File: src/hdl/wcd_pkg.sv
// wcd_pkg: shared types, register indexes and reset constants for the
// window count debouncer. No dependencies; used by every module in hdl/.
`timescale 1ns / 1ps

package wcd_pkg;

    localparam int WINDOW_DEFAULT = 10;

    localparam int TIME_W = 32;
    localparam int THR_W  = 4;
    localparam int CFG_W  = 32;
    localparam int IDX_W  = 2;

    // Configuration register indexes
    localparam logic [IDX_W-1:0] REG_SAMPLE_INTERVAL = 2'd0;
    localparam logic [IDX_W-1:0] REG_RISE_THRESHOLD  = 2'd1;
    localparam logic [IDX_W-1:0] REG_FALL_THRESHOLD  = 2'd2;

    // Register reset values
    localparam logic [TIME_W-1:0] INTERVAL_RESET = 32'd10;
    localparam logic [THR_W-1:0]  RISE_RESET     = 4'd5;
    localparam logic [THR_W-1:0]  FALL_RESET     = 4'd3;

    typedef struct packed {
        logic [TIME_W-1:0] sample_interval;
        logic [THR_W-1:0]  rise_threshold;
        logic [THR_W-1:0]  fall_threshold;
    } t_cfg;

    typedef struct packed {
        logic [TIME_W-1:0] time_now;
        logic              pin_level;
        logic              query_trigger;
    } t_item;

    typedef struct packed {
        logic sampled;
        logic level;
        logic triggered;
    } t_result;

endpackage

File: src/hdl/wcd_cfg_regs.sv
// wcd_cfg_regs: configuration register file (interval and thresholds).
// Depends on wcd_pkg.
`timescale 1ns / 1ps

module wcd_cfg_regs (
    input  logic                        i_clk,
    input  logic                        i_rst_n,
    input  logic                        i_cfg_we,
    input  logic [wcd_pkg::IDX_W-1:0]   i_cfg_index,
    input  logic [wcd_pkg::CFG_W-1:0]   i_cfg_data,
    output wcd_pkg::t_cfg               o_cfg
);

    wcd_pkg::t_cfg r_cfg;

    always_ff @(posedge i_clk) begin
        if (!i_rst_n) begin
            r_cfg.sample_interval <= wcd_pkg::INTERVAL_RESET;
            r_cfg.rise_threshold  <= wcd_pkg::RISE_RESET;
            r_cfg.fall_threshold  <= wcd_pkg::FALL_RESET;
        end else if (i_cfg_we) begin
            case (i_cfg_index)
                wcd_pkg::REG_SAMPLE_INTERVAL: begin
                    r_cfg.sample_interval <= i_cfg_data[wcd_pkg::TIME_W-1:0];
                end
                wcd_pkg::REG_RISE_THRESHOLD: begin
                    r_cfg.rise_threshold <= i_cfg_data[wcd_pkg::THR_W-1:0];
                end
                wcd_pkg::REG_FALL_THRESHOLD: begin
                    r_cfg.fall_threshold <= i_cfg_data[wcd_pkg::THR_W-1:0];
                end
                default: begin
                    // unused index: drop the write
                end
            endcase
        end
    end

    assign o_cfg = r_cfg;

endmodule

File: src/hdl/wcd_core.sv
// wcd_core: debounce state (sample window, ones count, level, armed flag,
// next sample time) and its update on each advance. Depends on wcd_pkg.
`timescale 1ns / 1ps

module wcd_core #(
    parameter int WINDOW = wcd_pkg::WINDOW_DEFAULT
) (
    input  logic             i_clk,
    input  logic             i_rst_n,
    input  logic             i_advance,
    input  wcd_pkg::t_item   i_item,
    input  wcd_pkg::t_cfg    i_cfg,
    output wcd_pkg::t_result o_result
);

    localparam int CNT_W = $clog2(WINDOW + 1);
    localparam int CMP_W = (CNT_W > wcd_pkg::THR_W) ? CNT_W : wcd_pkg::THR_W;

    logic [WINDOW-1:0]              r_window, n_window;
    logic [CNT_W-1:0]               r_count,  n_count;
    logic                           r_level,  n_level;
    logic                           r_armed,  n_armed;
    logic [wcd_pkg::TIME_W-1:0]     r_next_time, n_next_time;

    logic                           do_sample;
    logic                           fired;
    logic [CMP_W-1:0]               cnt_ext, rise_ext, fall_ext;

    always_comb begin
        do_sample   = i_item.time_now > r_next_time;
        n_window    = r_window;
        n_count     = r_count;
        n_level     = r_level;
        n_next_time = r_next_time;
        n_armed     = r_armed;
        fired       = 1'b0;

        if (do_sample) begin
            n_count = r_count - CNT_W'(r_window[WINDOW-1])
                              + CNT_W'(i_item.pin_level);
            n_window    = {r_window[WINDOW-2:0], i_item.pin_level};
            n_next_time = i_item.time_now + i_cfg.sample_interval;
        end

        cnt_ext  = CMP_W'(n_count);
        rise_ext = CMP_W'(i_cfg.rise_threshold);
        fall_ext = CMP_W'(i_cfg.fall_threshold);

        if (do_sample) begin
            if (r_level) begin
                if (cnt_ext < fall_ext) begin
                    n_level = 1'b0;
                end
            end else begin
                if (cnt_ext > rise_ext) begin
                    n_level = 1'b1;
                end
            end
        end

        if (i_item.query_trigger) begin
            if (n_level) begin
                if (r_armed) begin
                    n_armed = 1'b0;
                    fired   = 1'b1;
                end
            end else begin
                n_armed = 1'b1;
            end
        end

        o_result.sampled   = do_sample;
        o_result.level     = n_level;
        o_result.triggered = fired;
    end

    always_ff @(posedge i_clk) begin
        if (!i_rst_n) begin
            r_window    <= '0;
            r_count     <= '0;
            r_level     <= 1'b0;
            r_armed     <= 1'b1;
            r_next_time <= '0;
        end else if (i_advance) begin
            r_window    <= n_window;
            r_count     <= n_count;
            r_level     <= n_level;
            r_armed     <= n_armed;
            r_next_time <= n_next_time;
        end
    end

endmodule

File: src/hdl/window_count_debouncer.sv
// window_count_debouncer: top level with input and result registers around
// the debounce core. Depends on wcd_pkg, wcd_cfg_regs and wcd_core.
`timescale 1ns / 1ps

// Channel   Direction  Handshake                 Payload
// input     in         i_in_valid / o_in_stall   i_time_now, i_pin_level, i_query_trigger
// result    out        o_out_valid / i_out_stall o_sampled, o_level, o_triggered
// config    in         i_cfg_we (no handshake)   i_cfg_index, i_cfg_data
//
// One item per cycle sustained while the result channel is not stalled;
// each item is registered in the input register and then in the result
// register, which loads as the item leaves the input register.
// The state update (window shift, count, hysteresis, armed flag, next sample
// time) happens in the cycle an item moves from the input register to the
// result register, so back-to-back items each see the previous item's state.
// Reset is synchronous, active low: window and count zero, level low, armed
// set, next sample time zero, config registers at their defaults.
// A stalled result holds; the input register keeps taking a transfer as long
// as either register has room.

module window_count_debouncer #(
    parameter int WINDOW = wcd_pkg::WINDOW_DEFAULT
) (
    input  logic                        i_clk,
    input  logic                        i_rst_n,
    // input channel
    input  logic                        i_in_valid,
    output logic                        o_in_stall,
    input  logic [wcd_pkg::TIME_W-1:0]  i_time_now,
    input  logic                        i_pin_level,
    input  logic                        i_query_trigger,
    // result channel
    output logic                        o_out_valid,
    input  logic                        i_out_stall,
    output logic                        o_sampled,
    output logic                        o_level,
    output logic                        o_triggered,
    // configuration write port
    input  logic                        i_cfg_we,
    input  logic [wcd_pkg::IDX_W-1:0]   i_cfg_index,
    input  logic [wcd_pkg::CFG_W-1:0]   i_cfg_data
);

    wcd_pkg::t_cfg    cfg;
    wcd_pkg::t_item   r_item;
    wcd_pkg::t_result core_result;
    wcd_pkg::t_result r_result;
    logic             r_in_valid;
    logic             r_out_valid;

    logic             out_free;   // result register can take a new result
    logic             advance;    // move item from input to result register
    logic             in_take;    // input transfer this cycle

    wcd_cfg_regs u_cfg (
        .i_clk       (i_clk),
        .i_rst_n     (i_rst_n),
        .i_cfg_we    (i_cfg_we),
        .i_cfg_index (i_cfg_index),
        .i_cfg_data  (i_cfg_data),
        .o_cfg       (cfg)
    );

    wcd_core #(
        .WINDOW (WINDOW)
    ) u_core (
        .i_clk     (i_clk),
        .i_rst_n   (i_rst_n),
        .i_advance (advance),
        .i_item    (r_item),
        .i_cfg     (cfg),
        .o_result  (core_result)
    );

    // Result register drains when the consumer takes it; the input register
    // frees up whenever its item advances.
    assign out_free   = !r_out_valid || !i_out_stall;
    assign advance    = r_in_valid && out_free;
    assign o_in_stall = r_in_valid && !out_free;
    assign in_take    = i_in_valid && !o_in_stall;

    // Input register: control bit
    always_ff @(posedge i_clk) begin
        if (!i_rst_n) begin
            r_in_valid <= 1'b0;
        end else if (in_take) begin
            r_in_valid <= 1'b1;
        end else if (advance) begin
            r_in_valid <= 1'b0;
        end
    end

    // Input register: payload, loaded on each transfer
    always_ff @(posedge i_clk) begin
        if (in_take) begin
            r_item.time_now      <= i_time_now;
            r_item.pin_level     <= i_pin_level;
            r_item.query_trigger <= i_query_trigger;
        end
    end

    // Result register: control bit
    always_ff @(posedge i_clk) begin
        if (!i_rst_n) begin
            r_out_valid <= 1'b0;
        end else if (advance) begin
            r_out_valid <= 1'b1;
        end else if (!i_out_stall) begin
            r_out_valid <= 1'b0;
        end
    end

    // Result register: payload, hold while stalled
    always_ff @(posedge i_clk) begin
        if (advance) begin
            r_result <= core_result;
        end
    end

    assign o_out_valid = r_out_valid;
    assign o_sampled   = r_result.sampled;
    assign o_level     = r_result.level;
    assign o_triggered = r_result.triggered;

    // A trigger only fires while the debounced level is high.
    a_trig_needs_level: assert property (@(posedge i_clk) disable iff (!i_rst_n)
        o_out_valid |-> (!o_triggered || o_level))
        else $error("trigger reported with low level");

    // An item that advances always shows up as a result next cycle.
    a_advance_shows: assert property (@(posedge i_clk) disable iff (!i_rst_n)
        advance |=> o_out_valid)
        else $error("advanced item missing on output");

    // Back-pressure only when both registers are full.
    a_stall_full: assert property (@(posedge i_clk) disable iff (!i_rst_n)
        o_in_stall |-> (r_in_valid && r_out_valid && i_out_stall))
        else $error("input stalled with room available");

endmodule

File: config.mk
export PLATFORM = sky130hd
export DESIGN_NAME = window_count_debouncer
export DESIGN_NICKNAME = d
export VERILOG_FILES = /design/src/hdl/wcd_pkg.sv /design/src/hdl/wcd_cfg_regs.sv /design/src/hdl/wcd_core.sv /design/src/hdl/window_count_debouncer.sv
export SDC_FILE = /design/constraint.sdc
export NUM_CORES = 1
export LEC_CHECK = 0
export CORE_ASPECT_RATIO = 2
export CORE_MARGIN = 2
export CORE_UTILIZATION = 65
export CTS_CLUSTER_DIAMETER = 80
export DETAILED_ROUTE_END_ITERATION = 10
export DONT_BUFFER_PORTS = 1
export PLACE_DENSITY = 0.81
export SKIP_LAST_GASP = 1
export SLEW_MARGIN = 40
export SYNTH_ARGS = -nofsm -noshare
export SYNTH_HDL_FRONTEND = slang
export SYNTH_SLANG_ARGS = --single-unit
File: constraint.sdc
create_clock -name i_clk -period 7.2 [get_ports i_clk]
set_input_delay 1.08 -clock i_clk [delete_from_list [all_inputs] [get_ports i_clk]]
set_output_delay 1.08 -clock i_clk [all_outputs]
set_load 0.005 [all_outputs]
==> Word level (Yosys, flattened, before mapping) <==
Cells that the tools add are included.
{ "word_totals": {"regBits": 127, "elab_cells": 52, "input_bits": 73, "out_inout_bits": 5} }
{ "classes": {"n_eq_ne": 3, "muxes": 11, "reduce_logical": 16, "n_lt_le_gt_ge": 3, "add_sub_neg": 3} }
{ "op_table": {"columns": ["cell", "count"], "rows": [
  ["adder 32 bit", 1],
  ["greater-than comparator 32 bit", 1],
  ["AND reduction 2 bit", 6],
  ["2-to-1 mux 1 bit", 10],
  ["adder 4 x 1 -> 4 bit", 1],
  ["greater-than comparator 4 bit", 1],
  ["logical NOT 1 bit", 4],
  ["< comparator 4 bit", 1],
  ["2-to-1 mux 4 bit", 1],
  ["subtractor 4 x 1 -> 4 bit", 1],
  ["logical AND 1 bit", 3],
  ["equality test 2 x 1 -> 1 bit, second input constant", 1],
  ["equality test 2 bit, second input constant", 1],
  ["logical NOT 2 bit", 1],
  ["!= test 2 x 1 -> 1 bit, second input constant", 1],
  ["nonzero test 2 bit", 1],
  ["logical OR 1 bit", 1]
]} }

==> Depth between registers and ports, before layout <==
{ "depth": {"word_depth": 8, "ltp_mapped": 19, "depth_no_buf": 19} }

==> Cells and area by module <==
Synthesis repeated with hierarchy kept, for this count alone.
{ "unflattened": {"hier_cells": 806, "area_unflattened_um2": 7315.8} }
{ "modules_own_cells": {"columns": ["module", "area_per_inst_um2", "seq_area_each_um2", "cells_per_inst", "instances"], "rows": [
  ["wcd_core", 4473.0, 960.9, 589, 1],
  ["wcd_cfg_regs", 1647.8, 800.8, 172, 1],
  ["window_count_debouncer", 1194.9, 1151.1, 45, 1]
]} }

==> Worst setup path after synthesis <==
Ideal clock, no wire load.
{ "synth_timing": {"path_kind": "flip-flop to flip-flop", "startpoint": "register r_item[11] in the netlist's numbering", "endpoint": "register r_result, in the netlist o_triggered, data pin", "stages_incl_launch_ff": 18, "n_path_buf": 0, "arrival_time_ns": 3.371, "synth_period_minus_slack_ns": 3.627, "slack_ns": 3.573, "setup_ns": 0.255, "required_ns": 6.945, "cell_sequence": "edfxtp_1 -> ha_1 -> a21o_1 -> a21o_1 -> a21oi_1 -> o22ai_1 -> o311ai_1 -> nand2_1 -> o21ai_0 -> ha_1 -> nor2b_1 -> o21ai_0 -> nand2b_1 -> a21oi_1 -> a41o_1 -> a21oi_1 -> a2bb2oi_1 -> and3_1"} }
{ "synth_between": {"elab_chain_len": 7, "elab_cells_between_ends": 9, "cone_classes": "3 x order compare; 5 x mux; 1 x reduce/logical"} }
{ "synth_lines": {"columns": ["element", "line_no", "rtl"], "rows": [
  ["start: declaration", "window_count_debouncer.sv:45", "wcd_pkg::t_item r_item;"],
  ["greater-than comparator 32 bit (*)", "wcd_core.sv:30", "do_sample = i_item.time_now > r_next_time;"],
  ["named net u_core.do_sample", "wcd_core.sv:25", "logic do_sample;"],
  ["2-to-1 mux 4 bit (*)", "wcd_core.sv:38", "if (do_sample) begin"],
  ["named net u_core.cnt_ext[1]", "wcd_core.sv:27", "logic [CMP_W-1:0] cnt_ext, rise_ext, fall_ext;"],
  ["greater-than comparator 4 bit / < comparator 4 bit (equally long branches)", "wcd_core.sv:55, wcd_core.sv:51", null],
  ["2-to-1 mux 1 bit (on tied branches)", "wcd_core.sv:55, wcd_core.sv:51", null],
  ["2-to-1 mux 1 bit (*)", "wcd_core.sv:50", "if (r_level) begin"],
  ["2-to-1 mux 1 bit (*)", "wcd_core.sv:49", "if (do_sample) begin"],
  ["named net u_core.n_level", "wcd_core.sv:21", "logic r_level, n_level;"],
  ["AND reduction 2 bit (no line) (*)", null, null],
  ["end signal: assignment", "window_count_debouncer.sv:116", "r_result <= core_result;"],
  ["end: declaration", "window_count_debouncer.sv:47", "wcd_pkg::t_result r_result;"]
]} }
The timed path passes the listed nets; every way through them passes the cells marked *.
A chain may end at the register's enable or synchronous reset.

==> Worst setup path in the final report <==
Ends and elaborated chain as after synthesis.

==> flow_summary.yaml <==
run_status:
  status: "complete, but fails checks"
  failed_checks: "DRC"
yosys:
  ys_warn_count: 0
  netlist_area_um2: 7230
  syn_nets: 951
  synth_top_area_share_pct: 24.9
  synthTopCellsByArea: "dfxtp_1 25%, edfxtp_1 15%, ha_1 13%"
  ys_types: 62
  ys.flop_type: "dfxtp_1"
  synthArstFlopShare_pct: 0
  synth-seq-cells: 127
  synthCells: 802
  yosysMostFrequentCell: "nand2_1"
  synth_edf_count: 37
  yosysSeqAreaShare_pct: 40.3
  yosys.area.top_type: "dfxtp_1"
  synthTopCellsByCount: "97 x nand2_1, 90 x dfxtp_1, 87 x a21oi_1"
  avgSynthCellArea_um2: 9.01
power_and_ir_drop:
  p_switching_mw: 0.509
  peakVddDrop_mv: 0.208
  seqPwrFrac_pct: 41.9
  swShare_pct: 26.8
  p_comb_share_pct: 13.6
  power.leakage_nw: 3.18
  clkPwrFrac_pct: 44.5
  p_per_area_nw_per_um2: 238
  p_int_mw: 1.39
job:
  max_cap_violations: 0
floorplanning:
  die_h_um: 153
  io_pins: 78
  initial_core_util_pct: 66.4
  die_area_um2: 12000
  rows: 54
  coreArea_um2: 10900
  fp.dieW_um: 78.6
clock_network:
  cts_setup_buffers: 0
  cts.path.max_buffers: 2
  cts_resized: 0
  htree_levels: 4
  cts.sink_count: 127
  cts_tree: "built"
  cts_hold_buffers: 0
  numCtsBuffers: 17
  clk_latency_ps: 420
  clkTransAtPathRegs_ps: 60
  cts_root_buffer: "clkbuf_16"
finish:
  synthToLayoutAreaGrowth_pct: 10.1
  nNetsFinal: 948
  stdcell_area_um2: 7960
  drive_above_1_share_pct: 5.67
  fill_cells: 820
  stdcell_count: 953
worst_setup_path:
  ff2ff_setup_slack_ps: 2720
  reg2reg_from: "r_item[11]$_DFFE_PP_"
  start_kind: "register"
  arrival_ps: 4650
  worstPathRequired_ps: 7370
  critical_path.max_fanout: 6
  reg2regPathDepth: 17
  r2r_end: "o_triggered$_SDFFCE_PN0P_"
  path_class: "reg2reg"
  crit_path_end_kind: "register"
  crit_start: "r_item[11]$_DFFE_PP_"
worst_hold_path:
  hold_start: "u_cfg.o_cfg[21]$_SDFFE_PN0P_"
  hold_depth: 2
  hp-class: "reg2reg"
  whs_endpoint: "u_cfg.o_cfg[21]$_SDFFE_PN0P_"
placement:
  gp_congestion: 0.909
  place_area_um2: 7370
  dp_slack_ps: 2820
  io_buffers: 0
  place_inst: 920
  hpwl_um: 13500
sta:
  rsz0062_at_grt: "false"
  max_slew_margin_pct: 47.8
  hold_viol: 0
  finalCriticalPeriod_ps: 4480
  period_share_pct: 62.2
  fmax_mhz: 223
  slew_viol_final: 0
  skew_ps: 8.57
  fin_tns_setup_ps: 0
  fin_ws_ps: 2720
  worst_pin_slew_ps: 782
  setup-violations-final: 0
global_routing:
  grt_overflow_total: 0
  grt_pass1_wl_um: 29300
  grt_max_degree: 61
  antenna_found_initial: 1
  grt_pass1_vias: 6057
  track_usage_pct: 31.4
drt:
  vias: 6067
  wl_um: 18500
  via_per_inst: 6.37
  drt_iter0_drc: 353
  ant_nets: 0
  drc: 1
  firstDrtPassIters: 9
  drt-wirelength-per-cell_um: 19.4
area by class of cell:
class / instances / area, um^2 / area share (%)
multi-input combinational: 590 / 4020 / 50.5
clock inverter: 10 / 71.3 / 0.896
timing repair buffer: 5 / 45.0 / 0.566
tap: 140 / 175 / 2.20
inverter: 58 / 218 / 2.74
clock buffer: 22 / 518 / 6.51
antenna: 1 / 2.50 / 0.0314
sequential: 127 / 2910 / 36.6
power groups by stage:
stage	Combinational (mW)	Clock [mW]	Sequential, mW
finish	0.258	0.844	0.795
global route	0.285	0.877	0.799
CTS	0.255	0.849	0.795
detailed placement	0.252	0	0.810
global placement	0.240	0	0.808
floorplan	0.194	0	0.803
cell families after synthesis:
family,Yosys count,share of synthesized area (%)
buf+inv,85,4.52
mux,35,4.87
simple gates,234,14.8
flops,127,40.3
compound gates,229,20.2
xor+xnor,16,1.94
fa+ha+maj,76,13.4
sequential cells by signal (all words and copies together), names as in the netlist:
name                cells
o_level                 1
o_out_valid             1
o_sampled               1
o_triggered             1
r_in_valid              1
r_item                 34
u_cfg.o_cfg            40
u_core.r_armed          1
u_core.r_count          4
u_core.r_level          1
u_core.r_next_time     32
u_core.r_window        10
through the flow:
stage                     utilization, %  hold slack [ps]  power, mW
after global placement              67.4              449       1.05
after floorplan                        -              441      0.997
after global routing                73.2              482       1.96
final                               73.2              462       1.90
after CTS                           73.1              464       1.90
after detailed placement            67.7              454       1.06
how the worst max path moves through the flow:
stage,to,slack [ps],depth (start not counted)
after floorplan,o_triggered$_SDFFCE_PN0P_,3570,17
after global placement,u_core.r_next_time[8]$_SDFFE_PN0P_,3030,10
after detailed placement,o_triggered$_SDFFCE_PN0P_,2820,17
after CTS,o_triggered$_SDFFCE_PN0P_,2790,17
after global routing,o_triggered$_SDFFCE_PN0P_,2540,17
final,o_triggered$_SDFFCE_PN0P_,2720,17
worst max-delay path: stages (launching register included):
cell and delay (ps):
edfxtp_1 390, ha_1 330, a21o_1 180, a21o_1 170, a21oi_1 260, o22ai_1 210
o311ai_1 610, nand2_1 260, o21ai_0 370, ha_1 320, nor2b_1 140, o21ai_0 160
nand2b_1 70, a21oi_1 150, a41o_1 170, a21oi_1 60, a2bb2oi_1 180, and3_1 190
per-layer routing:
layer	wire length [um]	global-route usage, %
met1	6560	32.1
met2	10200	58.5
met3	851	5.43
met4	937	17.2
met5	0	0
cells in the final DEF (no fill, tap or decap), drive strengths merged, types with 22 or more instances in the layout:
cell / count
a21o: 27
a21oi: 87
clkbuf: 22
dfxtp: 90
edfxtp: 37
ha: 74
inv: 61
mux2i: 34
nand2: 97
nor2: 60
o21ai: 36
Power figures use the tool's default switching activity.
